==> src/rtl/core/rqs_pkg.sv <==
// ----------------------------------------------------------------------------
// rqs_pkg - ready queue scheduler types
// Item layouts, queue entry layout, policy, command and status codes.
// ----------------------------------------------------------------------------
`default_nettype none

package rqs_pkg;

    typedef enum logic [2:0] {
        POL_FIFO = 3'd0,
        POL_SJF  = 3'd1,
        POL_SRTF = 3'd2,
        POL_RR   = 3'd3,
        POL_PRIO = 3'd4
    } policy_t;

    localparam logic CMD_ENQ   = 1'b0;
    localparam logic CMD_SCHED = 1'b1;

    typedef enum logic [1:0] {
        STAT_ENQUEUED   = 2'd0,
        STAT_FULL       = 2'd1,
        STAT_DISPATCHED = 2'd2,
        STAT_IDLE       = 2'd3
    } status_t;

    typedef enum logic [2:0] {
        ST_IDLE,
        ST_SCAN,
        ST_SCAN_END,
        ST_DECIDE,
        ST_MOVE,
        ST_MOVE_END,
        ST_INSERT,
        ST_OUT
    } state_t;

    typedef struct packed {
        logic        cmd;
        logic [7:0]  proc_id;
        logic [15:0] job_length;
        logic [7:0]  proc_priority;
        logic        cur_continues;
        logic [15:0] cur_remaining;
    } in_item_t;

    typedef struct packed {
        status_t    status;
        logic [7:0] next_id;
        logic       preempted;
        logic [4:0] ready_count;
    } out_item_t;

    typedef struct packed {
        logic [7:0]  id;
        logic [15:0] len;
        logic [7:0]  pri;
    } entry_t;

    localparam int ENTRY_W = $bits(entry_t);

endpackage

`default_nettype wire

==> src/rtl/core/rqs_ram.sv <==
// ----------------------------------------------------------------------------
// rqs_ram - generic simple dual-port RAM
// One write port, one read port, read data registered.
// ----------------------------------------------------------------------------
`default_nettype none

module rqs_ram #(
    parameter int WIDTH = 32,
    parameter int DEPTH = 16
) (
    input  wire logic                     aclk,
    input  wire logic                     wr_en,
    input  wire logic [$clog2(DEPTH)-1:0] wr_addr,
    input  wire logic [WIDTH-1:0]         wr_data,
    input  wire logic [$clog2(DEPTH)-1:0] rd_addr,
    output logic      [WIDTH-1:0]         rd_data
);

    logic [WIDTH-1:0] mem [DEPTH];

    always_ff @(posedge aclk) begin
        if (wr_en) begin
            mem[wr_addr] <= wr_data;
        end
        rd_data <= mem[rd_addr];
    end

endmodule

`default_nettype wire

==> src/rtl/core/ready_queue_cpu_scheduler.sv <==
// ----------------------------------------------------------------------------
// ready_queue_cpu_scheduler - ready queue with FIFO/SJF/SRTF/RR/priority
// Ordered ready queue in RAM, one running entry, sequenced scan and shift.
// ----------------------------------------------------------------------------
//  channel  | ports                         | carries
//  ---------+-------------------------------+-------------------------------
//  input    | s_valid s_ready s_item        | enqueue or schedule command
//  result   | m_valid m_ready m_item        | status, next id, preempt, count
//  config   | cfg_valid cfg_ready cfg_wdata | scheduling policy
//
//  Enqueue and trivial schedule items go from idle straight to the result
//  stage. A schedule item that searches the queue reads each scanned entry,
//  then, where needed, shifts entries one at a time, finishes the shift and
//  re-inserts the running entry: the single RAM read port sets this order.
//  Reset clears count, running entry and policy; queue RAM is not cleared.
//  A stalled result waits in the output register; the next item is taken
//  meanwhile and held before its own result stage until the slot frees.
// ----------------------------------------------------------------------------
`default_nettype none

module ready_queue_cpu_scheduler #(
    parameter int QUEUE_DEPTH = 16
) (
    input  wire logic                 aclk,
    input  wire logic                 aresetn,
    input  wire logic                 s_valid,
    output logic                      s_ready,
    input  wire rqs_pkg::in_item_t    s_item,
    output logic                      m_valid,
    input  wire logic                 m_ready,
    output rqs_pkg::out_item_t        m_item,
    input  wire logic                 cfg_valid,
    output logic                      cfg_ready,
    input  wire logic [2:0]           cfg_wdata
);

    localparam int AW = (QUEUE_DEPTH > 1) ? $clog2(QUEUE_DEPTH) : 1;
    localparam int CW = $clog2(QUEUE_DEPTH + 1);

    rqs_pkg::state_t    state_reg, state_next;
    logic [2:0]         policy_reg;
    logic [CW-1:0]      count_reg, count_next;
    logic               run_valid_reg, run_valid_next;
    logic [7:0]         run_id_reg, run_id_next;
    logic [7:0]         run_pri_reg, run_pri_next;
    logic [15:0]        crem_reg, crem_next;
    logic               kept_reg, kept_next;
    logic [AW-1:0]      scan_idx_reg, scan_idx_next;
    logic [AW-1:0]      scan_last_reg, scan_last_next;
    logic               sc_pend_reg;
    logic [AW-1:0]      sc_idx_reg, sc_idx_next;
    logic [AW-1:0]      best_idx_reg, best_idx_next;
    rqs_pkg::entry_t    best_reg, best_next;
    logic [AW-1:0]      mv_src_reg, mv_src_next;
    logic [AW-1:0]      mv_last_reg, mv_last_next;
    logic               mv_down_reg, mv_down_next;
    logic               mv_pend_reg;
    logic [AW-1:0]      mv_dst_reg, mv_dst_next;
    logic               ins_reg, ins_next;
    logic [AW-1:0]      ins_addr_reg, ins_addr_next;
    rqs_pkg::entry_t    ins_data_reg, ins_data_next;
    rqs_pkg::status_t   res_status_reg, res_status_next;
    logic [7:0]         res_id_reg, res_id_next;
    logic               res_pre_reg, res_pre_next;
    logic               m_valid_reg, m_valid_next;
    rqs_pkg::out_item_t m_item_reg, m_item_next;

    rqs_pkg::policy_t   pol;
    logic               min_mode, pri_mode;
    logic [AW-1:0]      cnt_m1;
    logic [15:0]        cmp_a, cmp_b;
    logic               cmp_gt;

    logic                         ram_we;
    logic [AW-1:0]                ram_waddr, ram_raddr;
    rqs_pkg::entry_t              ram_wdata, ram_rdata;
    logic [rqs_pkg::ENTRY_W-1:0]  ram_rdata_raw;

    rqs_ram #(
        .WIDTH (rqs_pkg::ENTRY_W),
        .DEPTH (QUEUE_DEPTH)
    ) u_queue (
        .aclk    (aclk),
        .wr_en   (ram_we),
        .wr_addr (ram_waddr),
        .wr_data (ram_wdata),
        .rd_addr (ram_raddr),
        .rd_data (ram_rdata_raw)
    );

    assign ram_rdata = rqs_pkg::entry_t'(ram_rdata_raw);

    // unused codes behave as FIFO
    assign pol      = (policy_reg > 3'(rqs_pkg::POL_PRIO)) ? rqs_pkg::POL_FIFO
                                                           : rqs_pkg::policy_t'(policy_reg);
    assign min_mode = (pol == rqs_pkg::POL_SJF) || (pol == rqs_pkg::POL_SRTF);
    assign pri_mode = (pol == rqs_pkg::POL_PRIO);
    assign cnt_m1   = AW'(count_reg - CW'(1));

    // shared comparator: scan step, then the SRTF preemption test
    always_comb begin
        if (state_reg == rqs_pkg::ST_DECIDE) begin
            cmp_a = crem_reg;
            cmp_b = best_reg.len;
        end else if (pri_mode) begin
            cmp_a = {8'd0, ram_rdata.pri};
            cmp_b = {8'd0, best_reg.pri};
        end else begin
            cmp_a = best_reg.len;
            cmp_b = ram_rdata.len;
        end
    end
    assign cmp_gt = cmp_a > cmp_b;

    assign s_ready   = (state_reg == rqs_pkg::ST_IDLE);
    assign cfg_ready = 1'b1;
    assign m_valid   = m_valid_reg;
    assign m_item    = m_item_reg;

    always_ff @(posedge aclk) begin
        if (!aresetn) begin
            state_reg     <= rqs_pkg::ST_IDLE;
            policy_reg    <= 3'(rqs_pkg::POL_FIFO);
            count_reg     <= '0;
            run_valid_reg <= 1'b0;
            run_id_reg    <= '0;
            run_pri_reg   <= '0;
            sc_pend_reg   <= 1'b0;
            mv_pend_reg   <= 1'b0;
            m_valid_reg   <= 1'b0;
        end else begin
            state_reg     <= state_next;
            if (cfg_valid) begin
                policy_reg <= cfg_wdata;
            end
            count_reg     <= count_next;
            run_valid_reg <= run_valid_next;
            run_id_reg    <= run_id_next;
            run_pri_reg   <= run_pri_next;
            sc_pend_reg   <= (state_reg == rqs_pkg::ST_SCAN);
            mv_pend_reg   <= (state_reg == rqs_pkg::ST_MOVE);
            m_valid_reg   <= m_valid_next;
        end
    end

    always_ff @(posedge aclk) begin
        crem_reg       <= crem_next;
        kept_reg       <= kept_next;
        scan_idx_reg   <= scan_idx_next;
        scan_last_reg  <= scan_last_next;
        sc_idx_reg     <= sc_idx_next;
        best_idx_reg   <= best_idx_next;
        best_reg       <= best_next;
        mv_src_reg     <= mv_src_next;
        mv_last_reg    <= mv_last_next;
        mv_down_reg    <= mv_down_next;
        mv_dst_reg     <= mv_dst_next;
        ins_reg        <= ins_next;
        ins_addr_reg   <= ins_addr_next;
        ins_data_reg   <= ins_data_next;
        res_status_reg <= res_status_next;
        res_id_reg     <= res_id_next;
        res_pre_reg    <= res_pre_next;
        m_item_reg     <= m_item_next;
    end

    always_comb begin
        state_next      = state_reg;
        count_next      = count_reg;
        run_valid_next  = run_valid_reg;
        run_id_next     = run_id_reg;
        run_pri_next    = run_pri_reg;
        crem_next       = crem_reg;
        kept_next       = kept_reg;
        scan_idx_next   = scan_idx_reg;
        scan_last_next  = scan_last_reg;
        sc_idx_next     = sc_idx_reg;
        best_idx_next   = best_idx_reg;
        best_next       = best_reg;
        mv_src_next     = mv_src_reg;
        mv_last_next    = mv_last_reg;
        mv_down_next    = mv_down_reg;
        mv_dst_next     = mv_dst_reg;
        ins_next        = ins_reg;
        ins_addr_next   = ins_addr_reg;
        ins_data_next   = ins_data_reg;
        res_status_next = res_status_reg;
        res_id_next     = res_id_reg;
        res_pre_next    = res_pre_reg;
        m_valid_next    = m_valid_reg;
        m_item_next     = m_item_reg;
        ram_we          = 1'b0;
        ram_waddr       = '0;
        ram_wdata       = '0;
        ram_raddr       = '0;

        if (m_valid_reg && m_ready) begin
            m_valid_next = 1'b0;
        end

        // scan data arrives in the cycle after its read; oldest wins ties
        if (sc_pend_reg) begin
            if (sc_idx_reg == '0 || ((min_mode || pri_mode) && cmp_gt)) begin
                best_next     = ram_rdata;
                best_idx_next = sc_idx_reg;
            end
        end

        // shift engine write-back
        if (mv_pend_reg) begin
            ram_we    = 1'b1;
            ram_waddr = mv_dst_reg;
            ram_wdata = ram_rdata;
        end

        case (state_reg)
            rqs_pkg::ST_IDLE: begin
                if (s_valid) begin
                    crem_next    = s_item.cur_remaining;
                    res_pre_next = 1'b0;
                    res_id_next  = '0;
                    kept_next    = run_valid_reg && s_item.cur_continues;
                    ins_next     = 1'b0;
                    if (s_item.cmd == rqs_pkg::CMD_ENQ) begin
                        if (count_reg < CW'(QUEUE_DEPTH)) begin
                            ram_we          = 1'b1;
                            ram_waddr       = AW'(count_reg);
                            ram_wdata.id    = s_item.proc_id;
                            ram_wdata.len   = s_item.job_length;
                            ram_wdata.pri   = s_item.proc_priority;
                            count_next      = count_reg + CW'(1);
                            res_status_next = rqs_pkg::STAT_ENQUEUED;
                        end else begin
                            res_status_next = rqs_pkg::STAT_FULL;
                        end
                        state_next = rqs_pkg::ST_OUT;
                    end else if (run_valid_reg && s_item.cur_continues) begin
                        if ((pol == rqs_pkg::POL_SRTF || pol == rqs_pkg::POL_RR)
                            && count_reg != '0) begin
                            scan_idx_next  = '0;
                            scan_last_next = (pol == rqs_pkg::POL_SRTF) ? cnt_m1 : '0;
                            state_next     = rqs_pkg::ST_SCAN;
                        end else begin
                            res_status_next = rqs_pkg::STAT_DISPATCHED;
                            res_id_next     = run_id_reg;
                            state_next      = rqs_pkg::ST_OUT;
                        end
                    end else if (count_reg == '0) begin
                        run_valid_next  = 1'b0;
                        res_status_next = rqs_pkg::STAT_IDLE;
                        state_next      = rqs_pkg::ST_OUT;
                    end else begin
                        scan_idx_next  = '0;
                        scan_last_next = (min_mode || pri_mode) ? cnt_m1 : '0;
                        state_next     = rqs_pkg::ST_SCAN;
                    end
                end
            end

            rqs_pkg::ST_SCAN: begin
                ram_raddr   = scan_idx_reg;
                sc_idx_next = scan_idx_reg;
                if (scan_idx_reg == scan_last_reg) begin
                    state_next = rqs_pkg::ST_SCAN_END;
                end else begin
                    scan_idx_next = scan_idx_reg + AW'(1);
                end
            end

            rqs_pkg::ST_SCAN_END: begin
                state_next = rqs_pkg::ST_DECIDE;
            end

            rqs_pkg::ST_DECIDE: begin
                res_status_next = rqs_pkg::STAT_DISPATCHED;
                if (kept_reg && pol == rqs_pkg::POL_SRTF) begin
                    if (cmp_gt) begin
                        // chosen entry leaves, running one goes in at the head
                        res_pre_next      = 1'b1;
                        res_id_next       = best_reg.id;
                        run_id_next       = best_reg.id;
                        run_pri_next      = best_reg.pri;
                        ins_next          = 1'b1;
                        ins_addr_next     = '0;
                        ins_data_next.id  = run_id_reg;
                        ins_data_next.len = crem_reg;
                        ins_data_next.pri = run_pri_reg;
                        if (best_idx_reg != '0) begin
                            mv_src_next  = best_idx_reg - AW'(1);
                            mv_last_next = '0;
                            mv_down_next = 1'b1;
                            state_next   = rqs_pkg::ST_MOVE;
                        end else begin
                            state_next = rqs_pkg::ST_INSERT;
                        end
                    end else begin
                        res_id_next = run_id_reg;
                        state_next  = rqs_pkg::ST_OUT;
                    end
                end else if (kept_reg) begin
                    // round robin: head runs, running one goes to the tail
                    res_pre_next      = 1'b1;
                    res_id_next       = best_reg.id;
                    run_id_next       = best_reg.id;
                    run_pri_next      = best_reg.pri;
                    ins_next          = 1'b1;
                    ins_addr_next     = cnt_m1;
                    ins_data_next.id  = run_id_reg;
                    ins_data_next.len = crem_reg;
                    ins_data_next.pri = run_pri_reg;
                    if (cnt_m1 != '0) begin
                        mv_src_next  = AW'(1);
                        mv_last_next = cnt_m1;
                        mv_down_next = 1'b0;
                        state_next   = rqs_pkg::ST_MOVE;
                    end else begin
                        state_next = rqs_pkg::ST_INSERT;
                    end
                end else begin
                    res_id_next    = best_reg.id;
                    run_id_next    = best_reg.id;
                    run_pri_next   = best_reg.pri;
                    run_valid_next = 1'b1;
                    count_next     = count_reg - CW'(1);
                    if (best_idx_reg != cnt_m1) begin
                        mv_src_next  = best_idx_reg + AW'(1);
                        mv_last_next = cnt_m1;
                        mv_down_next = 1'b0;
                        state_next   = rqs_pkg::ST_MOVE;
                    end else begin
                        state_next = rqs_pkg::ST_OUT;
                    end
                end
            end

            rqs_pkg::ST_MOVE: begin
                ram_raddr   = mv_src_reg;
                mv_dst_next = mv_down_reg ? mv_src_reg + AW'(1) : mv_src_reg - AW'(1);
                if (mv_src_reg == mv_last_reg) begin
                    state_next = rqs_pkg::ST_MOVE_END;
                end else begin
                    mv_src_next = mv_down_reg ? mv_src_reg - AW'(1) : mv_src_reg + AW'(1);
                end
            end

            rqs_pkg::ST_MOVE_END: begin
                state_next = ins_reg ? rqs_pkg::ST_INSERT : rqs_pkg::ST_OUT;
            end

            rqs_pkg::ST_INSERT: begin
                ram_we     = 1'b1;
                ram_waddr  = ins_addr_reg;
                ram_wdata  = ins_data_reg;
                state_next = rqs_pkg::ST_OUT;
            end

            rqs_pkg::ST_OUT: begin
                if (!m_valid_reg || m_ready) begin
                    m_valid_next            = 1'b1;
                    m_item_next.status      = res_status_reg;
                    m_item_next.next_id     = res_id_reg;
                    m_item_next.preempted   = res_pre_reg;
                    m_item_next.ready_count = 5'(count_reg);
                    state_next              = rqs_pkg::ST_IDLE;
                end
            end

            default: begin
                state_next = rqs_pkg::ST_IDLE;
            end
        endcase
    end

endmodule

`default_nettype wire

==> config.mk <==
export PLATFORM = sky130hd
export DESIGN_NAME = ready_queue_cpu_scheduler
export DESIGN_NICKNAME = d
export VERILOG_FILES = /design/src/rtl/core/rqs_pkg.sv /design/src/rtl/core/rqs_ram.sv /design/src/rtl/core/ready_queue_cpu_scheduler.sv
export SDC_FILE = /design/constraint.sdc
export NUM_CORES = 1
export LEC_CHECK = 0
export ABC_AREA = 1
export BUFFER_PORTS_ARGS = -buffer_cell sky130_fd_sc_hd__buf_2
export CAP_MARGIN = 0
export CORE_UTILIZATION = 24
export DETAILED_ROUTE_END_ITERATION = 12
export PLACE_DENSITY = 0.4
export SETUP_SLACK_MARGIN = 0.02
export SLEW_MARGIN = 25
export SYNTH_ARGS = -nofsm -noshare
export SYNTH_HDL_FRONTEND = slang
export SYNTH_SLANG_ARGS = --single-unit
==> constraint.sdc <==
create_clock -name aclk -period 6.8 [get_ports aclk]
set_input_delay 0.34 -clock aclk [delete_from_list [all_inputs] [get_ports aclk]]
set_output_delay 0.34 -clock aclk [all_outputs]
set_load 0.05 [all_outputs]
==> reports/metrics.cfg, run 1 <==
[status]
outcome = complete, no violations

[layout]
nNetsFinal = 2606
final_cell_count_no_fill = 4215
synthToLayoutAreaGrowth_pct = 18.5
antenna_cells = 0
drive_gt1_share_pct = 11.2
largest-register = u_queue.mem
largest_register_ffs = 512
post-route-util_pct = 28.7

[yosys]
mappedNetlistArea_sq_mm = 0.0295
postSynth.asyncResetShare_pct = 0
synth_nets = 2536
synth_warnings = 0
synth.ff_latch_count = 716
synth_seq_area_share_pct = 70.7
syn_inst = 2453
ys_types = 41
postSynthAreaPerCell_sq_um = 12.0
synth-edff-count = 653
synth_top_flop_cell = sky130_fd_sc_hd__edfxtp_1

[floorplanning]
initial_core_util_pct = 24.2
die_area_sq_mm = 0.124
floorplan.rows = 128
core_footprint_sq_mm = 0.122
dieHeight_microns = 353
top_level_ports = 77
die-width_microns = 353

[clock_tree]
cts_num_sinks = 716
cts_tree = done
clock-root-buffer = sky130_fd_sc_hd__clkbuf_16
tritoncts.num_buffers = 81
cts_max_path_buffers = 3
cts_setup_buffers = 0
insertion_delay_ns = 0.63
h_tree_level_count = 3
cts.clk_slew.worst_paths_ns = 0.06

[drt]
via_count = 19570
detail_route.drc_violations = 0
route.detailed.vias_per_inst = 4.64
dr.first_iter.drc_count = 1568
detail_route.first_pass.iterations = 6
final_routed_wirelength_across_all_metal_layers_microns = 93800
drt.antenna.violating_nets = 0
routedWlPerCell_microns = 22.3

[sta]
timing.final.max_slew_violations = 0
report.final.hold_viol_count = 0
finalCritPeriodShare_pct = 87.8
worst_pin_slew_ns = 0.938
clock.fmax_mhz = 167
grt_setup_unrepaired = false
period_needed_ns = 5.97
total_negative_slack_ns = 0
maxSlewHeadroom_pct = 37.4
setup_viol_count_final = 0
timing.clock.skew_ns = 0.0211

[power]
power.static_leakage_nw = 11.7
p_per_area_mw_per_mm2 = 419
ir_drop_v = 0.000194

[worst_setup_path]
critical_path.startpoint = state_reg[0]$_SDFFE_PN0P_
worst-endpoint-arrival_ns = 6.31
worstPathCellList = nand2_1 > nor2_4 > buf_4 > clkinv_2 > nand3_1 > o21ai_0 > ha_1 > nand2_1 > nor2_1 > nand2_1 > nand2_1 > nand2_1 > nand2_1 > nand2_1 > nand2_1 > nand2_1 > nor3_1 > inv_1 > nand2_1
setup.worst_path.end = mv_src_reg[0]$_DFFE_PP_
timing.critical_path.slowest_stage_cell = sky130_fd_sc_hd__nor3_1
worst-endpoint-required_ns = 7.14
r2r_end = mv_src_reg[0]$_DFFE_PP_
critical_path.max_stage_delay_ns = 0.78
regToRegSetupSlack_ns = 0.83
reg2reg_launch_point = state_reg[0]$_SDFFE_PN0P_
worstSetupPathType = flop to flop
critical-path-top-cell-by-count = sky130_fd_sc_hd__nand2_1
r2r_cells = 19
crit_path_max_fanout = 69
startpoint_type = flop
crit_path_end_kind = flop

[grt]
grt_pass1_wl_microns = 135000
global_route.usage.total_pct = 14.8
initial_antenna_violation_count = 2
number_of_global_route_vias_before_repair = 19118
grt.overflow.total = 0
largest_net_degree_at_the_start_of_global_routing = 148

[placed_design]
place_congestion = 0.810
detailed_placement_hpwl_microns = 54900
port_buf_inserts = 75
place_inst = 4043

[min_path]
timing.hold.worst.class = input port to flop

[job]
cap_violations = 0

metal layers:
layer,wire length [microns],track usage [%]
met3,4700,2.23
met1,41700,19.7
met4,2080,4.08
met2,45400,24.8
met5,0,0
synth_stat cells (3+ instances only):
library cell | count | share of area (%)
sky130_fd_sc_hd__a211oi_1 | 3 | 0.076
sky130_fd_sc_hd__a21boi_0 | 3 | 0.076
sky130_fd_sc_hd__a21oi_1 | 261 | 4.4
sky130_fd_sc_hd__a22oi_1 | 3 | 0.076
sky130_fd_sc_hd__a31oi_1 | 5 | 0.11
sky130_fd_sc_hd__buf_1 | 17 | 0.22
sky130_fd_sc_hd__buf_2 | 18 | 0.31
sky130_fd_sc_hd__buf_4 | 11 | 0.28
sky130_fd_sc_hd__buf_6 | 5 | 0.19
sky130_fd_sc_hd__clkbuf_1 | 107 | 1.4
sky130_fd_sc_hd__dfxtp_1 | 63 | 4.3
sky130_fd_sc_hd__edfxtp_1 | 653 | 66
sky130_fd_sc_hd__ha_1 | 25 | 1.1
sky130_fd_sc_hd__inv_1 | 173 | 2.2
sky130_fd_sc_hd__inv_2 | 4 | 0.051
sky130_fd_sc_hd__nand2_1 | 338 | 4.3
sky130_fd_sc_hd__nand2_4 | 3 | 0.11
sky130_fd_sc_hd__nand3_1 | 182 | 3.1
sky130_fd_sc_hd__nand4_1 | 4 | 0.085
sky130_fd_sc_hd__nor2_1 | 76 | 0.97
sky130_fd_sc_hd__nor2_2 | 3 | 0.064
sky130_fd_sc_hd__nor3_1 | 7 | 0.12
sky130_fd_sc_hd__o211ai_1 | 160 | 4.1
sky130_fd_sc_hd__o21ai_0 | 270 | 4.6
sky130_fd_sc_hd__o21ai_1 | 21 | 0.36
sky130_fd_sc_hd__xnor2_1 | 12 | 0.36
sky130_fd_sc_hd__xor2_1 | 8 | 0.24
timing repair:
action,4_1_cts,5_1_grt
endpoints found under the hold margin,20,0
setup endpoints to repair,0,0
resized for setup,0,0
hold buffers,22,0
final cells by class:
type / count / area, sq um
Inverter: 180 / 679
Fill cell: 12371 / 86900
Sequential cell: 716 / 20900
Clock buffer: 111 / 2290
Multi-Input combinational cell: 1398 / 7470
Clock inverter: 39 / 455
Tap cell: 1625 / 2030
Timing Repair Buffer: 146 / 1150
worst max-delay path, delay by kind of cell (launching register included):
kind	cells	cell delay, ns
simple gates	14	3.39
flops	1	0.47
buf+inv	3	1.24
fa+ha+maj	1	0.34
compound gates	1	0.12
worst min path at each step:
| stage | start | end | slack (ns) | cells past startpoint |
|---|---|---|---|---|
| 3_3_place_gp | res_status_reg[1]$_SDFFCE_PP1P_ | m_item[15]$_DFFE_PP_ | 0.40 | 0 |
| 2_1_floorplan | res_id_reg[4]$_DFFE_PP_ | m_item[10]$_DFFE_PP_ | 0.40 | 0 |
| 5_1_grt | cfg_valid | policy_reg[2]$_SDFFE_PN0P_ | 0.04 | 3 |
| 6_report | aresetn | count_reg[0]$_SDFFE_PN0P_ | 0.05 | 3 |
| 3_5_place_dp | res_status_reg[0]$_SDFFCE_PP0P_ | m_item[14]$_DFFE_PP_ | 0.42 | 0 |
| 4_1_cts | cfg_valid | policy_reg[2]$_SDFFE_PN0P_ | 0.005 | 3 |
cells in the final DEF, fill, tap and decap left out, drive strengths merged:
| master | n |
|---|---|
| nor3 | 7 |
| nand2 | 343 |
| a21oi | 261 |
| o21ai | 291 |
| o221ai | 2 |
| conb | 1 |
| a221oi | 1 |
| clkinv | 26 |
| xnor2 | 12 |
| nand3 | 183 |
| clkbuf | 111 |
| nor2 | 80 |
| buf | 124 |
| inv | 181 |
| a21o | 1 |
| o22ai | 3 |
| xor2 | 8 |
| edfxtp | 653 |
| bufinv | 8 |
| a21boi | 3 |
| a22oi | 3 |
| clkinvlp | 4 |
| dlygate4sd3 | 22 |
| or2 | 1 |
| a31oi | 5 |
| o211ai | 160 |
| or4 | 1 |
| ha | 25 |
| a211oi | 3 |
| dfxtp | 63 |
| nand4 | 4 |
logic make-up (layout without fill, tap and decap cells):
family	count (synthesis)	in the layout	share of synthesized area, %
flops	716	716	70.7
compound gates	733	733	14.0
other cells	1	1	0.0127
fa+ha+maj	25	25	1.06
xor+xnor	20	20	0.594
simple gates	619	619	8.92
buf+inv	339	476	4.67
per-stage QoR:
stage	total power, mW	hold WS (ns)	area [sq um]	setup WS, ns
2_1_floorplan	8.62	0.400	29500	1.57
3_3_place_gp	10.2	0.404	31700	1.19
3_5_place_dp	10.2	0.415	32000	1.14
4_1_cts	14.8	0.00539	34900	1.12
5_1_grt	15.4	0.0435	34900	0.168
6_report	14.6	0.0526	34900	0.826
report_power, final:
group,leakage (nW),switching (mW),internal (mW),total (mW)
combinational,3.86,3.00,1.14,4.13
sequential,6.55,0.359,5.63,5.99
clock,1.34,1.83,2.68,4.50
Power figures use the tool's default switching activity.
==> inputs of run 2 (changes only) <==
--- a/config.mk
+++ b/config.mk
@@ -11,6 +11,7 @@
 export CORE_UTILIZATION = 24
 export DETAILED_ROUTE_END_ITERATION = 12
 export PLACE_DENSITY = 0.4
+export RECOVER_POWER = 50
 export SETUP_SLACK_MARGIN = 0.02
 export SLEW_MARGIN = 25
 export SYNTH_ARGS = -nofsm -noshare
==> run 2 against run 1 <==
The flow now finishes with violations (capacitance limit, slew limit). Global-route usage did not move. Combinational power barely moved. Critical path depth did not move. Worst setup slack improved by 0.060 ns.
==> reports/metrics.cfg, run 2 (same netlist as run 1, synthesis figures left out) <==
[placed_design]
detailed_placement_hpwl_microns = 54900  ; unchanged
area_after_detailed_placement_sq_mm = 0.0320  ; unchanged
port_buf_inserts = 75  ; unchanged
place_congestion = 0.810  ; unchanged

[clock_tree]
clock-root-buffer = sky130_fd_sc_hd__clkbuf_16
cts.clk_slew.worst_paths_ns = 0.06  ; about the same
holdBufCountCts = 22  ; unchanged
cts_repair_resize_count = 0  ; unchanged
tritoncts.num_buffers = 81  ; unchanged
cts_max_path_buffers = 3  ; unchanged
cts_tree = done
h_tree_level_count = 3  ; unchanged
insertion_delay_ns = 0.63  ; about the same
cts_setup_buffers = 0  ; unchanged
cts_num_sinks = 716  ; unchanged

[floorplanning]
dieHeight_microns = 353  ; unchanged
top_level_ports = 77  ; unchanged
floorplan.rows = 128  ; unchanged
core_footprint_sq_mm = 0.122  ; unchanged
die_area_sq_mm = 0.124  ; unchanged
initial_core_util_pct = 24.2  ; unchanged
die-width_microns = 353  ; unchanged

[drt]
detail_route.first_pass.iterations = 5  ; -1
dr.first_iter.drc_count = 1596  ; +1.8%
drt.antenna.violating_nets = 0  ; unchanged
via_count = 19551  ; -0.097%
routedWlPerCell_microns = 22.3  ; about the same
route.detailed.vias_per_inst = 4.64  ; about the same
final_routed_wirelength_across_all_metal_layers_microns = 93900  ; about the same
detail_route.drc_violations = 0  ; unchanged

[sta]
timing.final.max_slew_violations = 58  ; +58
finalCritPeriodShare_pct = 87.0  ; -0.89 points
report.final.hold_viol_count = 0  ; unchanged
timing.clock.skew_ns = 0.0197  ; -0.00140 ns
setup_viol_count_final = 0  ; unchanged
grt_setup_unrepaired = false
period_needed_ns = 5.91  ; -0.0605 ns
total_negative_slack_ns = 0  ; unchanged
maxSlewHeadroom_pct = -46.5  ; -84 points
smallest_hold_slack_ns = 0.0451  ; -0.00752 ns
clock.fmax_mhz = 169  ; +1.0%
worst_pin_slew_ns = 2.20  ; +1.26 ns

[layout]
final_common_cell = sky130_fd_sc_hd__edfxtp_1
largest_register_ffs = 512  ; unchanged
antenna_cells = 0  ; unchanged
most-common-layout-cells = sky130_fd_sc_hd__edfxtp_1 (653), sky130_fd_sc_hd__nand2_1 (340), sky130_fd_sc_hd__o21ai_0 (270), sky130_fd_sc_hd__a21oi_1 (261), sky130_fd_sc_hd__nand3_1 (183)
nNetsFinal = 2606  ; unchanged
drive_gt1_share_pct = 9.50  ; -1.7 points
largest-register = u_queue.mem
fin_area_sq_mm = 0.0348  ; -0.29%
synthToLayoutAreaGrowth_pct = 18.1
post-route-util_pct = 28.6  ; -0.082 points

[worst_setup_path]
critical_path.top_delay_family = simple AND/OR/NAND/NOR gates
reg2reg_launch_point = state_reg[0]$_SDFFE_PN0P_
worstPathBufferInverterCount = 3  ; unchanged
regToRegSetupSlack_ns = 0.89  ; +0.06 ns
crit_path_end_kind = flop
r2r_cells = 19  ; unchanged
crit_path_max_fanout = 69  ; unchanged
worst-endpoint-required_ns = 7.14  ; about the same
startpoint_type = flop
critical-path-top-cell-by-count = sky130_fd_sc_hd__nand2_1
timing.critical_path.slowest_stage_cell = sky130_fd_sc_hd__clkinv_2
critical_path.max_stage_delay_ns = 0.78  ; about the same
worstSetupPathType = flop to flop
worst-endpoint-arrival_ns = 6.25  ; -0.06 ns
worstPathCellList = nand2_1 > nor2_4 > buf_4 > clkinv_2 > nand3_1 > o21ai_0 > ha_1 > nand2_1 > nor2_1 > nand2_1 > nand2_1 > nand2_1 > nand2_1 > nand2_1 > nand2_1 > nand2_1 > nor3_1 > inv_1 > nand2_1
r2r_end = mv_src_reg[0]$_DFFE_PP_

[min_path]
timing.hold.worst.class = input port to flop
whs_endpoint = count_reg[0]$_SDFFE_PN0P_
hold-path-cell-count = 3  ; unchanged
min-delay-start = aresetn

[grt]
initial_antenna_violation_count = 2  ; unchanged
global_route.usage.total_pct = 14.8  ; unchanged
grt.overflow.total = 0  ; unchanged
number_of_global_route_vias_before_repair = 19118  ; unchanged
largest_net_degree_at_the_start_of_global_routing = 148  ; unchanged
grt_pass1_wl_microns = 135000  ; unchanged

[status]
outcome = finished with violations
violations = capacitance limit, slew limit

[job]
cap_violations = 2  ; +2

[power]
ir_drop_v = 0.000192  ; -0.62%
finalPower_mw = 14.6  ; -0.15%
power.static_leakage_nw = 11.6  ; -0.97%
p_per_area_mw_per_mm2 = 419  ; +0.13%

==> run 2: how the worst max path moves through the flow <==
stage / from / endpoint / slack, ns / cells past startpoint
4_1_cts: state_reg[0]$_SDFFE_PN0P_ / mv_src_reg[0]$_DFFE_PP_ / 1.12 / 19
2_1_floorplan: state_reg[0]$_SDFFE_PN0P_ / best_idx_reg[0]$_DFFE_PP_ / 1.57 / 16
3_5_place_dp: state_reg[0]$_SDFFE_PN0P_ / mv_src_reg[1]$_DFFE_PP_ / 1.14 / 19
6_report: state_reg[0]$_SDFFE_PN0P_ / mv_src_reg[0]$_DFFE_PP_ / 0.89 / 19
5_1_grt: state_reg[0]$_SDFFE_PN0P_ / mv_src_reg[2]$_DFFE_PP_ / 0.26 / 19
3_3_place_gp: state_reg[0]$_SDFFE_PN0P_ / ins_data_reg[14]$_DFFE_PP_ / 1.19 / 19
==> run 2: area by class of cell <==
cell class	count	area (sq um)
fillers	12397	87000
inverters	180	678
well taps	1625	2030
clock buffers	111	2290
repair buffers	146	1090
clock inverters	39	455
flip-flops and latches	716	20900
multi-input cells	1398	7420
==> run 2: where the power goes <==
group / internal, mW / switching, mW
combinational: 1.12 / 2.99
clock: 2.68 / 1.83
sequential: 5.63 / 0.354
total: 9.44 / 5.17
==> run 2: metrics by stage <==
step           worst slack, ns  cells
3_3_place_gp              1.19   4033
6_report                 0.887   4215
4_1_cts                   1.12   4215
5_1_grt                  0.255   4215
3_5_place_dp              1.14   4043
2_1_floorplan             1.57   2453
==> run 2: worst min-delay path, cell delays in order <==
cell and delay [ns]:
sky130_fd_sc_hd__buf_2 0.16, sky130_fd_sc_hd__o21ai_0 0.09, sky130_fd_sc_hd__a21oi_1 0.04
==> run 2: layer usage <==
| layer | part of all wire (%) | track usage (%) |
|---|---|---|
| met5 | 0 | 0 |
| met2 | 48 | 24.8 |
| met3 | 4.9 | 2.23 |
| met4 | 2.2 | 4.08 |
| met1 | 44 | 19.7 |
